===== config.mk =====
export PLATFORM = sky130hd
export DESIGN_NAME = stepper_angle_follower_halfstep_unit
export DESIGN_NICKNAME = d
export VERILOG_FILES = /design/src/saf_pkg.sv /design/src/saf_front.sv /design/src/saf_queue.sv /design/src/saf_back.sv /design/src/stepper_angle_follower_halfstep_unit.sv
export SDC_FILE = /design/constraint.sdc
export NUM_CORES = 1
export LEC_CHECK = 0
export BUFFER_PORTS_ARGS = -buffer_cell sky130_fd_sc_hd__buf_2
export CAP_MARGIN = 20
export CORE_ASPECT_RATIO = 0.5
export CORE_MARGIN = 2
export CORE_UTILIZATION = 55
export CTS_CLUSTER_SIZE = 8
export DETAILED_ROUTE_END_ITERATION = 8
export GPL_TIMING_DRIVEN = 0
export HOLD_SLACK_MARGIN = 0.05
export PLACE_DENSITY = 0.71
export REMOVE_ABC_BUFFERS = 1
export SKIP_LAST_GASP = 1
export SLEW_MARGIN = 20
export SYNTH_ARGS = -nofsm -noshare
export SYNTH_HDL_FRONTEND = slang
export SYNTH_SLANG_ARGS = --single-unit
export TNS_END_PERCENT = 30

===== constraint.sdc =====
create_clock -name i_clk -period 11 [get_ports i_clk]
set_clock_uncertainty 0.2 [all_clocks]
set_input_delay 1.65 -clock i_clk [delete_from_list [all_inputs] [get_ports i_clk]]
set_output_delay 1.65 -clock i_clk [all_outputs]
set_load 0.02 [all_outputs]

===== src/saf_pkg.sv =====
// shared types, constants and coil sequence table for the stepper angle follower
package saf_pkg;

    localparam int QUEUE_DEPTH_DEF = 8;

    localparam int ANGLE_W = 16;
    localparam int SUM_W   = 18;
    localparam int GAIN_W  = 19;
    localparam int PROD_W  = SUM_W + GAIN_W;
    localparam int DEG_W   = 20;
    localparam int D5_W    = 23;
    localparam int Y_W     = 13;
    localparam int RECIP_W = 13;
    localparam int STEP_W  = 10;
    localparam int TICK_W  = 16;
    localparam int PHASE_W = 3;
    localparam int COIL_W  = 4;

    localparam logic signed [SUM_W-1:0]  ANGLE_OFFSET = 18'sd6431;
    localparam logic signed [GAIN_W-1:0] DEG_GAIN     = 19'sd234803;
    localparam logic signed [PROD_W-1:0] ROUND_HALF   = 37'sd32768;
    localparam logic signed [D5_W-1:0]   STEP_BIAS    = 23'sd1152;
    localparam logic [RECIP_W-1:0]       RECIP_NINE   = 13'd7282;
    localparam logic [TICK_W-1:0]        TPP_RESET    = 16'd1000;

    localparam int CFG_IDX_W  = 1;
    localparam int CFG_DATA_W = 16;
    localparam logic [CFG_IDX_W-1:0] CFG_TICKS_PER_PHASE = 1'd0;
    localparam logic [CFG_IDX_W-1:0] CFG_SWAP_DIRECTION  = 1'd1;

    localparam logic CMD_TICK   = 1'b0;
    localparam logic CMD_TARGET = 1'b1;

    typedef struct packed {
        logic                   cmd;
        logic signed [D5_W-1:0] d5;
    } t_item;

    typedef struct packed {
        logic [TICK_W-1:0] ticks_per_phase;
        logic              swap_direction;
    } t_cfg;

    typedef struct packed {
        logic [STEP_W-1:0] steps_remaining;
        logic              target_rejected;
        logic              busy_res;
        logic [COIL_W-1:0] coils;
    } t_result;

    function automatic logic [COIL_W-1:0] coil_seq(input logic bwd, input logic [PHASE_W-1:0] idx);
        logic [COIL_W-1:0] pat;
        pat = 4'h1;
        if (!bwd) begin
            unique case (idx)
                3'd0: pat = 4'h1;
                3'd1: pat = 4'h3;
                3'd2: pat = 4'h2;
                3'd3: pat = 4'h6;
                3'd4: pat = 4'h4;
                3'd5: pat = 4'hC;
                3'd6: pat = 4'h8;
                3'd7: pat = 4'h9;
                default: pat = 4'h1;
            endcase
        end else begin
            unique case (idx)
                3'd0: pat = 4'h1;
                3'd1: pat = 4'h9;
                3'd2: pat = 4'h8;
                3'd3: pat = 4'hC;
                3'd4: pat = 4'h4;
                3'd5: pat = 4'h6;
                3'd6: pat = 4'h2;
                3'd7: pat = 4'h3;
                default: pat = 4'h1;
            endcase
        end
        return pat;
    endfunction

endpackage


===== src/saf_front.sv =====
// input stage: accepts words and converts target angles to scaled degrees
module saf_front #(
    parameter int QUEUE_DEPTH = saf_pkg::QUEUE_DEPTH_DEF
) (
    input  logic                                 i_clk,
    input  logic                                 i_rst_n,
    input  logic                                 i_valid,
    output logic                                 o_ready,
    input  logic                                 i_cmd,
    input  logic signed [saf_pkg::ANGLE_W-1:0]   i_angle,
    input  logic [$clog2(QUEUE_DEPTH+1)-1:0]     i_free,
    output logic                                 o_valid,
    output saf_pkg::t_item                       o_item
);
    import saf_pkg::*;

    localparam int CNT_W = $clog2(QUEUE_DEPTH + 1);
    localparam int CMP_W = (CNT_W > 2) ? CNT_W : 2;

    logic                     r_v1, r_v2, r_v3;
    logic                     r_cmd1, r_cmd2, r_cmd3;
    logic signed [SUM_W-1:0]  r_s1;
    logic signed [PROD_W-1:0] r_p2;
    logic signed [D5_W-1:0]   r_d5;

    logic [1:0]               w_inflight;
    logic                     w_accept;
    logic signed [PROD_W-1:0] w_prod;
    logic signed [PROD_W-1:0] w_round;
    logic signed [DEG_W-1:0]  w_deg;
    logic signed [D5_W-1:0]   w_d5;

    assign w_inflight = {1'b0, r_v1} + {1'b0, r_v2} + {1'b0, r_v3};
    assign o_ready    = CMP_W'(w_inflight) < CMP_W'(i_free);
    assign w_accept   = i_valid && o_ready;

    assign w_prod  = r_s1 * DEG_GAIN;
    assign w_round = r_p2 + ROUND_HALF;
    assign w_deg   = w_round[DEG_W+15:16];
    assign w_d5    = {{(D5_W-DEG_W){w_deg[DEG_W-1]}}, w_deg}
                   + {{(D5_W-DEG_W-2){w_deg[DEG_W-1]}}, w_deg, 2'b00};

    always_ff @(posedge i_clk) begin
        if (!i_rst_n) begin
            r_v1 <= 1'b0;
            r_v2 <= 1'b0;
            r_v3 <= 1'b0;
        end else begin
            r_v1 <= w_accept;
            r_v2 <= r_v1;
            r_v3 <= r_v2;
        end
        r_cmd1 <= i_cmd;
        r_s1   <= {{(SUM_W-ANGLE_W){i_angle[ANGLE_W-1]}}, i_angle} + ANGLE_OFFSET;
        r_cmd2 <= r_cmd1;
        r_p2   <= w_prod;
        r_cmd3 <= r_cmd2;
        r_d5   <= w_d5;
    end

    assign o_valid     = r_v3;
    assign o_item.cmd  = r_cmd3;
    assign o_item.d5   = r_d5;

endmodule


===== src/saf_queue.sv =====
// short word queue between the input stage and the step sequencer
module saf_queue #(
    parameter int QUEUE_DEPTH = saf_pkg::QUEUE_DEPTH_DEF
) (
    input  logic                             i_clk,
    input  logic                             i_rst_n,
    input  logic                             i_wr_valid,
    input  saf_pkg::t_item                   i_wr_item,
    input  logic                             i_rd,
    output logic                             o_rd_valid,
    output saf_pkg::t_item                   o_rd_item,
    output logic [$clog2(QUEUE_DEPTH+1)-1:0] o_free
);
    import saf_pkg::*;

    localparam int AW    = $clog2(QUEUE_DEPTH);
    localparam int CNT_W = $clog2(QUEUE_DEPTH + 1);

    t_item            r_slot [QUEUE_DEPTH];
    logic [AW-1:0]    r_wr_ptr, r_rd_ptr;
    logic [CNT_W-1:0] r_count;
    logic [AW-1:0]    n_wr_ptr, n_rd_ptr;
    logic [CNT_W-1:0] n_count;
    logic             w_rd;

    assign o_rd_valid = r_count != '0;
    assign o_rd_item  = r_slot[r_rd_ptr];
    assign o_free     = CNT_W'(QUEUE_DEPTH) - r_count;
    assign w_rd       = i_rd && o_rd_valid;

    always_comb begin
        n_wr_ptr = r_wr_ptr;
        n_rd_ptr = r_rd_ptr;
        n_count  = r_count;
        if (i_wr_valid) begin
            n_wr_ptr = (r_wr_ptr == AW'(QUEUE_DEPTH - 1)) ? '0 : r_wr_ptr + 1'b1;
        end
        if (w_rd) begin
            n_rd_ptr = (r_rd_ptr == AW'(QUEUE_DEPTH - 1)) ? '0 : r_rd_ptr + 1'b1;
        end
        if (i_wr_valid && !w_rd) begin
            n_count = r_count + 1'b1;
        end else if (!i_wr_valid && w_rd) begin
            n_count = r_count - 1'b1;
        end
    end

    always_ff @(posedge i_clk) begin
        if (!i_rst_n) begin
            r_wr_ptr <= '0;
            r_rd_ptr <= '0;
            r_count  <= '0;
        end else begin
            r_wr_ptr <= n_wr_ptr;
            r_rd_ptr <= n_rd_ptr;
            r_count  <= n_count;
        end
        if (i_wr_valid) begin
            r_slot[r_wr_ptr] <= i_wr_item;
        end
    end

endmodule


===== src/saf_back.sv =====
// step sequencer: move setup, half-step playback and output register
module saf_back (
    input  logic             i_clk,
    input  logic             i_rst_n,
    input  saf_pkg::t_cfg    i_cfg,
    input  logic             i_valid,
    input  saf_pkg::t_item   i_item,
    output logic             o_pop,
    output logic             o_valid,
    input  logic             i_ready,
    output saf_pkg::t_result o_result
);
    import saf_pkg::*;

    typedef enum logic [1:0] {
        ST_RUN,
        ST_DIV,
        ST_APPLY
    } t_state;

    t_state                  r_state, n_state;
    logic signed [D5_W-1:0]  r_last5, n_last5;
    logic signed [D5_W-1:0]  r_x, n_x;
    logic [STEP_W-1:0]       r_q, n_q;
    logic                    r_neg, n_neg;
    logic [STEP_W-1:0]       r_left, n_left;
    logic [PHASE_W-1:0]      r_phase, n_phase;
    logic [TICK_W-1:0]       r_tick, n_tick;
    logic                    r_bwd, n_bwd;
    logic [COIL_W-1:0]       r_coils, n_coils;
    logic                    r_ov, n_ov;
    t_result                 r_res, n_res;

    logic                    w_out_free;
    logic                    w_emit;
    logic                    w_rej;
    logic [TICK_W-1:0]       w_limit;
    logic [TICK_W-1:0]       w_tc1;
    logic                    w_adv;
    logic [D5_W-1:0]         w_mag;
    logic [Y_W-1:0]          w_y;
    logic [Y_W+RECIP_W-1:0]  w_prod;
    logic [STEP_W-1:0]       w_left_dec;
    logic                    w_dir;

    assign w_out_free = !r_ov || i_ready;
    assign w_limit    = (i_cfg.ticks_per_phase == '0) ? TICK_W'(1) : i_cfg.ticks_per_phase;
    assign w_tc1      = r_tick + 1'b1;
    assign w_adv      = (w_tc1 >= w_limit) || (w_tc1 == '0);
    assign w_mag      = r_x[D5_W-1] ? D5_W'(-r_x) : D5_W'(r_x);
    assign w_y        = w_mag[Y_W+7:8];
    assign w_prod     = w_y * RECIP_NINE;
    assign w_left_dec = r_left - 1'b1;
    assign w_dir      = r_neg ^ i_cfg.swap_direction;

    always_comb begin
        n_state = r_state;
        n_last5 = r_last5;
        n_x     = r_x;
        n_q     = r_q;
        n_neg   = r_neg;
        n_left  = r_left;
        n_phase = r_phase;
        n_tick  = r_tick;
        n_bwd   = r_bwd;
        n_coils = r_coils;
        o_pop   = 1'b0;
        w_emit  = 1'b0;
        w_rej   = 1'b0;
        unique case (r_state)
            ST_RUN: begin
                if (i_valid && w_out_free) begin
                    o_pop = 1'b1;
                    if (i_item.cmd == CMD_TARGET) begin
                        if (r_left != '0) begin
                            w_emit = 1'b1;
                            w_rej  = 1'b1;
                        end else begin
                            n_x     = i_item.d5 - r_last5 + STEP_BIAS;
                            n_last5 = i_item.d5;
                            n_state = ST_DIV;
                        end
                    end else begin
                        w_emit = 1'b1;
                        if (r_left != '0) begin
                            n_tick = w_adv ? '0 : w_tc1;
                            if (w_adv) begin
                                if (r_phase == PHASE_W'(7)) begin
                                    n_phase = '0;
                                    n_left  = w_left_dec;
                                    if (w_left_dec != '0) begin
                                        n_coils = coil_seq(r_bwd, '0);
                                    end
                                end else begin
                                    n_phase = r_phase + 1'b1;
                                    n_coils = coil_seq(r_bwd, r_phase + 1'b1);
                                end
                            end
                        end
                    end
                end
            end
            ST_DIV: begin
                n_q     = w_prod[Y_W+RECIP_W-1:16];
                n_neg   = r_x[D5_W-1];
                n_state = ST_APPLY;
            end
            ST_APPLY: begin
                if (w_out_free) begin
                    w_emit  = 1'b1;
                    n_state = ST_RUN;
                    if (r_q != '0) begin
                        n_left  = r_q;
                        n_bwd   = w_dir;
                        n_phase = '0;
                        n_tick  = '0;
                        n_coils = coil_seq(w_dir, '0);
                    end
                end
            end
            default: begin
                n_state = ST_RUN;
            end
        endcase
        n_ov  = (r_ov && !i_ready) || w_emit;
        n_res = r_res;
        if (w_emit) begin
            n_res.steps_remaining = n_left;
            n_res.target_rejected = w_rej;
            n_res.busy_res        = n_left != '0;
            n_res.coils           = n_coils;
        end
    end

    always_ff @(posedge i_clk) begin
        if (!i_rst_n) begin
            r_state <= ST_RUN;
            r_last5 <= '0;
            r_left  <= '0;
            r_phase <= '0;
            r_tick  <= '0;
            r_bwd   <= 1'b0;
            r_coils <= '0;
            r_ov    <= 1'b0;
        end else begin
            r_state <= n_state;
            r_last5 <= n_last5;
            r_left  <= n_left;
            r_phase <= n_phase;
            r_tick  <= n_tick;
            r_bwd   <= n_bwd;
            r_coils <= n_coils;
            r_ov    <= n_ov;
        end
        r_x   <= n_x;
        r_q   <= n_q;
        r_neg <= n_neg;
        r_res <= n_res;
    end

    assign o_valid  = r_ov;
    assign o_result = r_res;

endmodule


===== src/stepper_angle_follower_halfstep_unit.sv =====
// top level of the half-step stepper angle follower
// Drives a four-coil unipolar stepper in half steps from joint-angle targets.
// Input stream: tuser is the command (0 = timer tick, 1 = new target), tdata the
// target angle in signed Q3.12 radians. Every input word gives exactly one
// output word: coils, busy flag, target-rejected flag and steps remaining.
// A target that arrives while a move is still playing is dropped and flagged.
// Configuration: i_cfg_wr_en writes register i_cfg_index (0 = ticks per phase,
// 1 = swap direction) with i_cfg_data; write only while the block is idle.
// Angle conversion is registered ahead of the queue. A tick or a rejected target
// is answered from the run state; an accepted target first passes the division
// state (angle step divided by the step size) and then the apply state.
// Throughput: one word per cycle for ticks and rejected targets unless the output
// stalls; an accepted target holds the sequencer while the queue keeps filling.
// Reset: synchronous, active low; coils off, no move pending, queue empty,
// ticks per phase 1000 and no direction swap.
// A stalled receiver holds the output word; words keep entering until the queue
// plus the words still in conversion reach its depth, then s_axis_tready drops.
module stepper_angle_follower_halfstep_unit #(
    parameter int QUEUE_DEPTH = saf_pkg::QUEUE_DEPTH_DEF
) (
    input  logic                              i_clk,
    input  logic                              i_rst_n,
    input  logic                              s_axis_tvalid,
    output logic                              s_axis_tready,
    input  logic [15:0]                       s_axis_tdata,  // [15:0] target_angle
    input  logic [0:0]                        s_axis_tuser,  // [0] command
    output logic                              m_axis_tvalid,
    input  logic                              m_axis_tready,
    // [3:0] coils, [4] busy_res, [5] target_rejected, [15:6] steps_remaining
    output logic [15:0]                       m_axis_tdata,
    input  logic                              i_cfg_wr_en,
    input  logic [saf_pkg::CFG_IDX_W-1:0]     i_cfg_index,
    input  logic [saf_pkg::CFG_DATA_W-1:0]    i_cfg_data
);
    import saf_pkg::*;

    localparam int CNT_W = $clog2(QUEUE_DEPTH + 1);

    t_cfg             r_cfg;
    logic             w_front_valid;
    t_item            w_front_item;
    logic [CNT_W-1:0] w_free;
    logic             w_q_valid;
    t_item            w_q_item;
    logic             w_pop;
    t_result          w_result;

    always_ff @(posedge i_clk) begin
        if (!i_rst_n) begin
            r_cfg.ticks_per_phase <= TPP_RESET;
            r_cfg.swap_direction  <= 1'b0;
        end else if (i_cfg_wr_en) begin
            unique case (i_cfg_index)
                CFG_TICKS_PER_PHASE: r_cfg.ticks_per_phase <= i_cfg_data;
                CFG_SWAP_DIRECTION:  r_cfg.swap_direction  <= i_cfg_data[0];
                default: ;
            endcase
        end
    end

    saf_front #(
        .QUEUE_DEPTH (QUEUE_DEPTH)
    ) u_front (
        .i_clk   (i_clk),
        .i_rst_n (i_rst_n),
        .i_valid (s_axis_tvalid),
        .o_ready (s_axis_tready),
        .i_cmd   (s_axis_tuser[0]),
        .i_angle (s_axis_tdata),
        .i_free  (w_free),
        .o_valid (w_front_valid),
        .o_item  (w_front_item)
    );

    saf_queue #(
        .QUEUE_DEPTH (QUEUE_DEPTH)
    ) u_queue (
        .i_clk      (i_clk),
        .i_rst_n    (i_rst_n),
        .i_wr_valid (w_front_valid),
        .i_wr_item  (w_front_item),
        .i_rd       (w_pop),
        .o_rd_valid (w_q_valid),
        .o_rd_item  (w_q_item),
        .o_free     (w_free)
    );

    saf_back u_back (
        .i_clk    (i_clk),
        .i_rst_n  (i_rst_n),
        .i_cfg    (r_cfg),
        .i_valid  (w_q_valid),
        .i_item   (w_q_item),
        .o_pop    (w_pop),
        .o_valid  (m_axis_tvalid),
        .i_ready  (m_axis_tready),
        .o_result (w_result)
    );

    assign m_axis_tdata = w_result;

endmodule

# Word level (Yosys, flattened, before mapping)
# Memory sizes are Yosys's and may differ from the RTL's. A register that Yosys moved wholly into a read port is not among the register bits.
# Cells that the tools add are included.
# totals
rom_bits	64
memories	3
inputBits	39
mem_bits_rw	192
out_inout_bits	18
wordCells	154
latch_bits	0
reg_bits	219
# classes
div	0
reduce_logical	31
magnitude_cmp	2
muxes	55
mul	2
bitwise_logic	3
n_shift	0
eq_ne	13
n_addsub	16
# mem_list
memory	depth	width	read_ports	rd_ports_with_merged_regs	write_ports	line	text
u_queue.r_slot	8	24	1	1	1	saf_queue.sv:19	t_item r_slot [QUEUE_DEPTH];
(name not given)	8	4	1	0	0	saf_pkg.sv:55	unique case (idx)
(name not given)	8	4	1	0	0	saf_pkg.sv:67	unique case (idx)
# ops
cell	n
two-way mux 16 bit	7
two-way mux 10 bit	7
two-way mux 4 bit	11
nonzero test 10 bit	4
adder 36 x 17 -> 36 bit, second input constant	1
multiplier 17 x 19 -> 36 bit, second input constant	1
two-way mux 3 bit	11
zero test 16 bit	2
one-hot mux 16 bit (2 select lines)	1
multiplier 13 x 12 -> 25 bit, second input constant	1
adder 20 x 22 -> 23 bit	1
adder 23 x 12 -> 23 bit, second input constant	1
subtractor 23 bit	1
two-way mux 21 bit	1
negation 21 bit	1
one-hot mux 10 bit (2 select lines)	1
adder 16 x 14 -> 17 bit, second input constant	1
adder 16 x 1 -> 16 bit, second input constant	1
greater-or-equal comparator 16 bit	1
!= test 2 x 1 -> 1 bit, second input constant	6
subtractor 10 x 1 -> 10 bit, second input constant	1
adder 3 x 1 -> 3 bit, second input constant	3
== test 3 bit, second input constant	3
two-way mux 1 bit	8
27 further kinds	46

# Longest topological paths before layout
# logic_depth
depth_word	10
mapped_depth	29

# By module
# Synthesis repeated with hierarchy kept, for this count alone.
# hier_totals
cells_unflattened	2260
hier_area_um2	26268.9
# modules_own_cells
module	n_inst	seq_area_each_um2	cells_each	area_per_inst_um2
saf_back	1	2672.6	958	9027.4
saf_front	1	1341.3	872	8468.1
saf_queue	1	6025.8	355	8037.7
stepper_angle_follower_halfstep_unit	1	340.3	75	735.7

# Worst setup path after synthesis
# Ideal clock, no wire load.
# synth_path
path_kind	reg2reg
from	register u_back.r_x[0]
to	register u_back.r_q[9], data pin
slack_ns	3.909
synth_period_minus_slack_ns	7.091
t_arrival_ns	6.631
setup_time_ns	0.260
stages_incl_launch_ff	28
path_buffers	0
path_cell_list	edfxtp_1 > nor4_1 > nand2_1 > nor4_2 > nand2b_1 > or4_1 > o31ai_1 > xnor2_1 > fa_1 > ha_1 > inv_1 > fa_1 > inv_1 > fa_1 > inv_1 > fa_1 > inv_1 > ha_1 > nand3_1 > nor2_1 > a41oi_1 > a21oi_1 > o21ai_0 > a21boi_0 > o21ai_0 > and2_1 > o211ai_1 > xnor2_1
# synth_via
elab_chain_len	3
# synth_lines
item	line	text
start, declared	saf_back.sv:23	logic signed [D5_W-1:0] r_x, n_x;
start signal, assigned	saf_back.sv:155	r_x <= n_x;
negation 21 bit	saf_back.sv:50	assign w_mag = r_x[D5_W-1] ? D5_W'(-r_x) : D5_W'(r_x);
two-way mux 21 bit	saf_back.sv:50	
multiplier 13 x 12 -> 25 bit	saf_back.sv:52	assign w_prod = w_y * RECIP_NINE;
net u_back.w_prod[25]	saf_back.sv:42	logic [Y_W+RECIP_W-1:0] w_prod;
end signal, assigned	saf_back.sv:156	r_q <= n_q;
end, declared	saf_back.sv:24	logic [STEP_W-1:0] r_q, n_q;
# The timed path passes the listed nets, and every way through them passes these cells.
# A chain may end at the register's enable or synchronous reset.

# Final worst setup path
# layout_path
from	register u_back.r_x[1]
to	register u_back.r_q[9], data pin
# Same word-level chain as after synthesis.

==> flow_results.org <==
** CTS
- Buffer depth of the longest clock path :: 3
- In this run, post-CTS repair resized a total of 0 instances.
- Total setup buffers inserted after CTS :: 0
- Clock sinks :: 398
- In this run, CTS created clock tree buffers numbering 56.
- The later pin in the worst-skew pair is clocked with a latency of 0.58 ns.
- Clock-pin slew was measured on the worst setup and hold paths at 0.06 ns.
- Buffer type at the clock tree root :: sky130_fd_sc_hd__clkbuf_16
- TritonCTS built the clock tree.
- Maximum level of the CTS H-tree :: 2
- For this design, the CTS-stage hold fixing added 0 buffers.

** Logic synthesis
- After synthesis, the largest area contributor takes up 28.5% of total cell area.
- Top_reg_cell synth :: sky130_fd_sc_hd__edfxtp_1
- Library cell with the largest summed area after synthesis :: sky130_fd_sc_hd__edfxtp_1
- Ranked by total cell area, the synthesized netlist is headed by sky130_fd_sc_hd__edfxtp_1 (29%), sky130_fd_sc_hd__ha_1 (16%), sky130_fd_sc_hd__dfxtp_1 (12%), sky130_fd_sc_hd__fa_1 (10%), sky130_fd_sc_hd__inv_1 (4.3%).
- Of all flip-flops after synthesis, the portion carrying an async set or reset was 0%.
- Summing the sequential cell areas from Yosys gives around two fifths of the chip area.
- The Yosys step of the flow raised 0 warnings.
- In the synthesized netlist, the number of instances is 2166.
- Synth Area per Inst :: 11.7 sq um
- Synthesis instantiated 77 different standard cells from the library.
- Number of enable-type register cells in the synthesized netlist :: 241
- Most frequently used cell type in the post-synthesis netlist :: sky130_fd_sc_hd__ha_1
- By count the netlist is led by sky130_fd_sc_hd__ha_1 (330), sky130_fd_sc_hd__inv_1 (292), sky130_fd_sc_hd__edfxtp_1 (241).
- Summing every instance area after synthesis gives 25400 sq um.
- Synthesis inferred 398 register bits.

** Worst setup path
- STA classifies the critical path endpoint as a flip-flop.
- Crit-path max cell delay :: 0.54 ns
- The worst setup path is launched from a flip-flop.
- Data arrives at the worst endpoint at 7.96 ns.
- Critical R2R Launch :: u_back.r_x[1]
- Counting cells, the worst reg-to-reg path comes to 27.
- The most critical setup path has its startpoint at u_back.r_x[1].
- Critical path depth in cells :: 27
- Grouping stages by cell kind, the critical path spends the most delay in adder cells.
- The setup path with the least slack is of type reg2reg.
- Data required time of the worst path :: 11.12 ns
- Worst Path Max Fanout :: 7
- End of the worst register-to-register path :: u_back.r_q[9]
- Reg-to-reg setup timing slack :: 3.16 ns
- Among all stages on the critical path, the largest delay is contributed by sky130_fd_sc_hd__fa_1.
- Buffers & Inverters on Critical Path :: 4
- Timing endpoint of the critical path :: u_back.r_q[9]

** Detailed routing
- WL final :: 47.2 mm
- After detailed routing, the number of remaining DRC violations is 0.
- Vias per std cell :: between 5 and 6
- Overall via count from detail_route :: 15.5k
- In this run, the number of DRC markers left after iteration 0 of detailed routing was 698.
- Drt wl/cell :: between 15 and 20 um
- Routed Antenna Nets :: 0
- Total iterations of the first detailed-routing run :: 5

** Layout
- The repair_antennas step left the layout with diodes totalling 0.
- Fill cell total of the finished layout :: 3453
- Relative to the synthesized area, the layout overhead comes to 11.1%.
- Across the whole layout, storage elements account for 10400 sq um.
- Multi-input gate area :: about 14000 sq um
- The post-route netlist has 10.7% of its cells at a drive strength greater than 1.
- Final #Nets :: around 2.8k

** STA
- Setup violations remaining at the end of the flow were counted as 0.
- Worst slew margin relative to its limit :: 37.5%
- Final worst-path setup slack :: between 3 and 4 ns
- Highest Clock Rate :: 0.128 GHz
- Minimum period implied by the final worst setup slack :: 7.84 ns
- Tcrit/Tclk final :: ~70%
- The final max-slew violation count was 0.
- Final sum of negative setup slack :: 0 ns
- Worst Tran Pin Value :: 0.934 ns
- The final hold violation count was 0.
- Setup repair after global routing left no endpoint under its margin.

** Die
- Cell Rows :: 55
- Top Ports :: 57
- The die covers 48000 sq um.
- The die is 156 um tall.
- The floorplan step set the die width to 308 um.
- The region available for standard cell placement spans approximately 45000 sq um.
- For this configuration, the core starts out at a cell density of a little under three fifths.

** Global routing
- The initial antenna violation count is 0.
- GRT Overall Usage :: 20.3%
- First-pass GRT wire length :: 78.3 mm
- Entering global routing, the biggest net connects 91 pins.
- For this run the aggregate overflow at the end of global routing stands at 0.
- The via count of the first global-routing pass came to 15.9k.

** Place
- OpenSTA, run right after detailed placement, puts the worst setup slack at 3.10 ns.
- Detailed Place HPWL :: 35.1 mm
- At the end of routability-driven placement, the weighted congestion stood at 0.870.
- Total of buffers placed on input and output ports :: 56

** Hold path
- The min-delay analysis places its worst path in the category reg2reg.

** Status
- The flow ran to the end, and the final reports show no timing, DRC or antenna violations.

** Flow run
- Max-cap violations in this run came to 0.
-- sequential cells by signal, summed over array words and instances, names as in the netlist, 2 cells and up, named ones only --
| signal | count |
|---|---|
| u_back.r_tick | 16 |
| u_queue.r_wr_ptr | 3 |
| u_queue.r_rd_ptr | 3 |
| u_back.r_coils | 4 |
| u_back.o_result | 16 |
| u_back.r_phase | 3 |
| u_back.r_x | 22 |
| u_front.r_p2 | 21 |
| u_back.r_q | 10 |
| u_queue.r_slot | 192 |
| u_front.r_s1 | 17 |
| u_back.r_last5 | 23 |
| u_back.r_state | 2 |
| r_cfg | 17 |
| u_back.r_left | 10 |
| u_front.r_d5 | 23 |
| u_queue.r_count | 4 |
-- logic make-up after synthesis --
logic type / synth area share, %
AOI/OAI and AO/OA: 7.08
xor gates and xnor gates: 4.83
adders and majority gates: 26.7
buffers and inverters: 5.17
DFF: 40.9
muxes: 5.66
and+or+nand+nor: 9.71
-- routing by layer --
metal | vias to the layer above | share of wire [%] | global-route usage [%]
met3 | 64 | 4.0 | 3.33
met1 | 7454 | 45 | 26.5
met4 | 0 | 1.5 | 4.46
li1 | 7776 | - | -
met5 | - | 0 | 0
met2 | 241 | 49 | 35.9
-- cells in the final DEF (no fill, tap or decap), drive strengths merged, types with 49 or more instances in the layout --
cell type,instances
ha,330
inv,294
edfxtp,241
dfxtp,157
fa,132
nand2,112
nor2,112
clkbuf,93
xnor2,91
buf,74
a21oi,61
xor2,49
-- final cells by class --
| class | instances | share of cell area, % |
|---|---|---|
| multi-input combinational | 1428 | 48.8 |
| sequential | 398 | 36.8 |
| clock buffer | 93 | 5.57 |
| inverter | 292 | 3.88 |
| tap | 598 | 2.65 |
| timing repair buffer | 74 | 2.08 |
| clock inverter | 4 | 0.186 |
-- worst min-delay path by stage --
stage | start | cells past startpoint | end
final | u_front.r_cmd2 | 0 | u_front.r_cmd3
after CTS | u_front.r_cmd2 | 0 | u_front.r_cmd3
after global placement | u_front.r_cmd1 | 0 | u_front.r_cmd2
after detailed placement | u_front.r_cmd1 | 0 | u_front.r_cmd2
after floorplan | u_front.r_cmd1 | 0 | u_front.r_cmd2
after global routing | u_front.r_cmd2 | 0 | u_front.r_cmd3
-- metrics by stage --
stage	hold slack (ns)	instance area (sq um)	std cells	utilization, %
3_5_place_dp	0.114	26600	2790	58.6
5_1_grt	0.120	28200	2887	62.2
3_3_place_gp	0.111	26200	2772	57.8
2_1_floorplan	0.110	25200	2118	-
6_report	0.114	28200	2887	62.2
4_1_cts	0.118	28200	2887	62.2
Power is left out: the tool's default activity adds up to more than one toggle a clock period on the data nets, which glitch-free logic cannot reach.
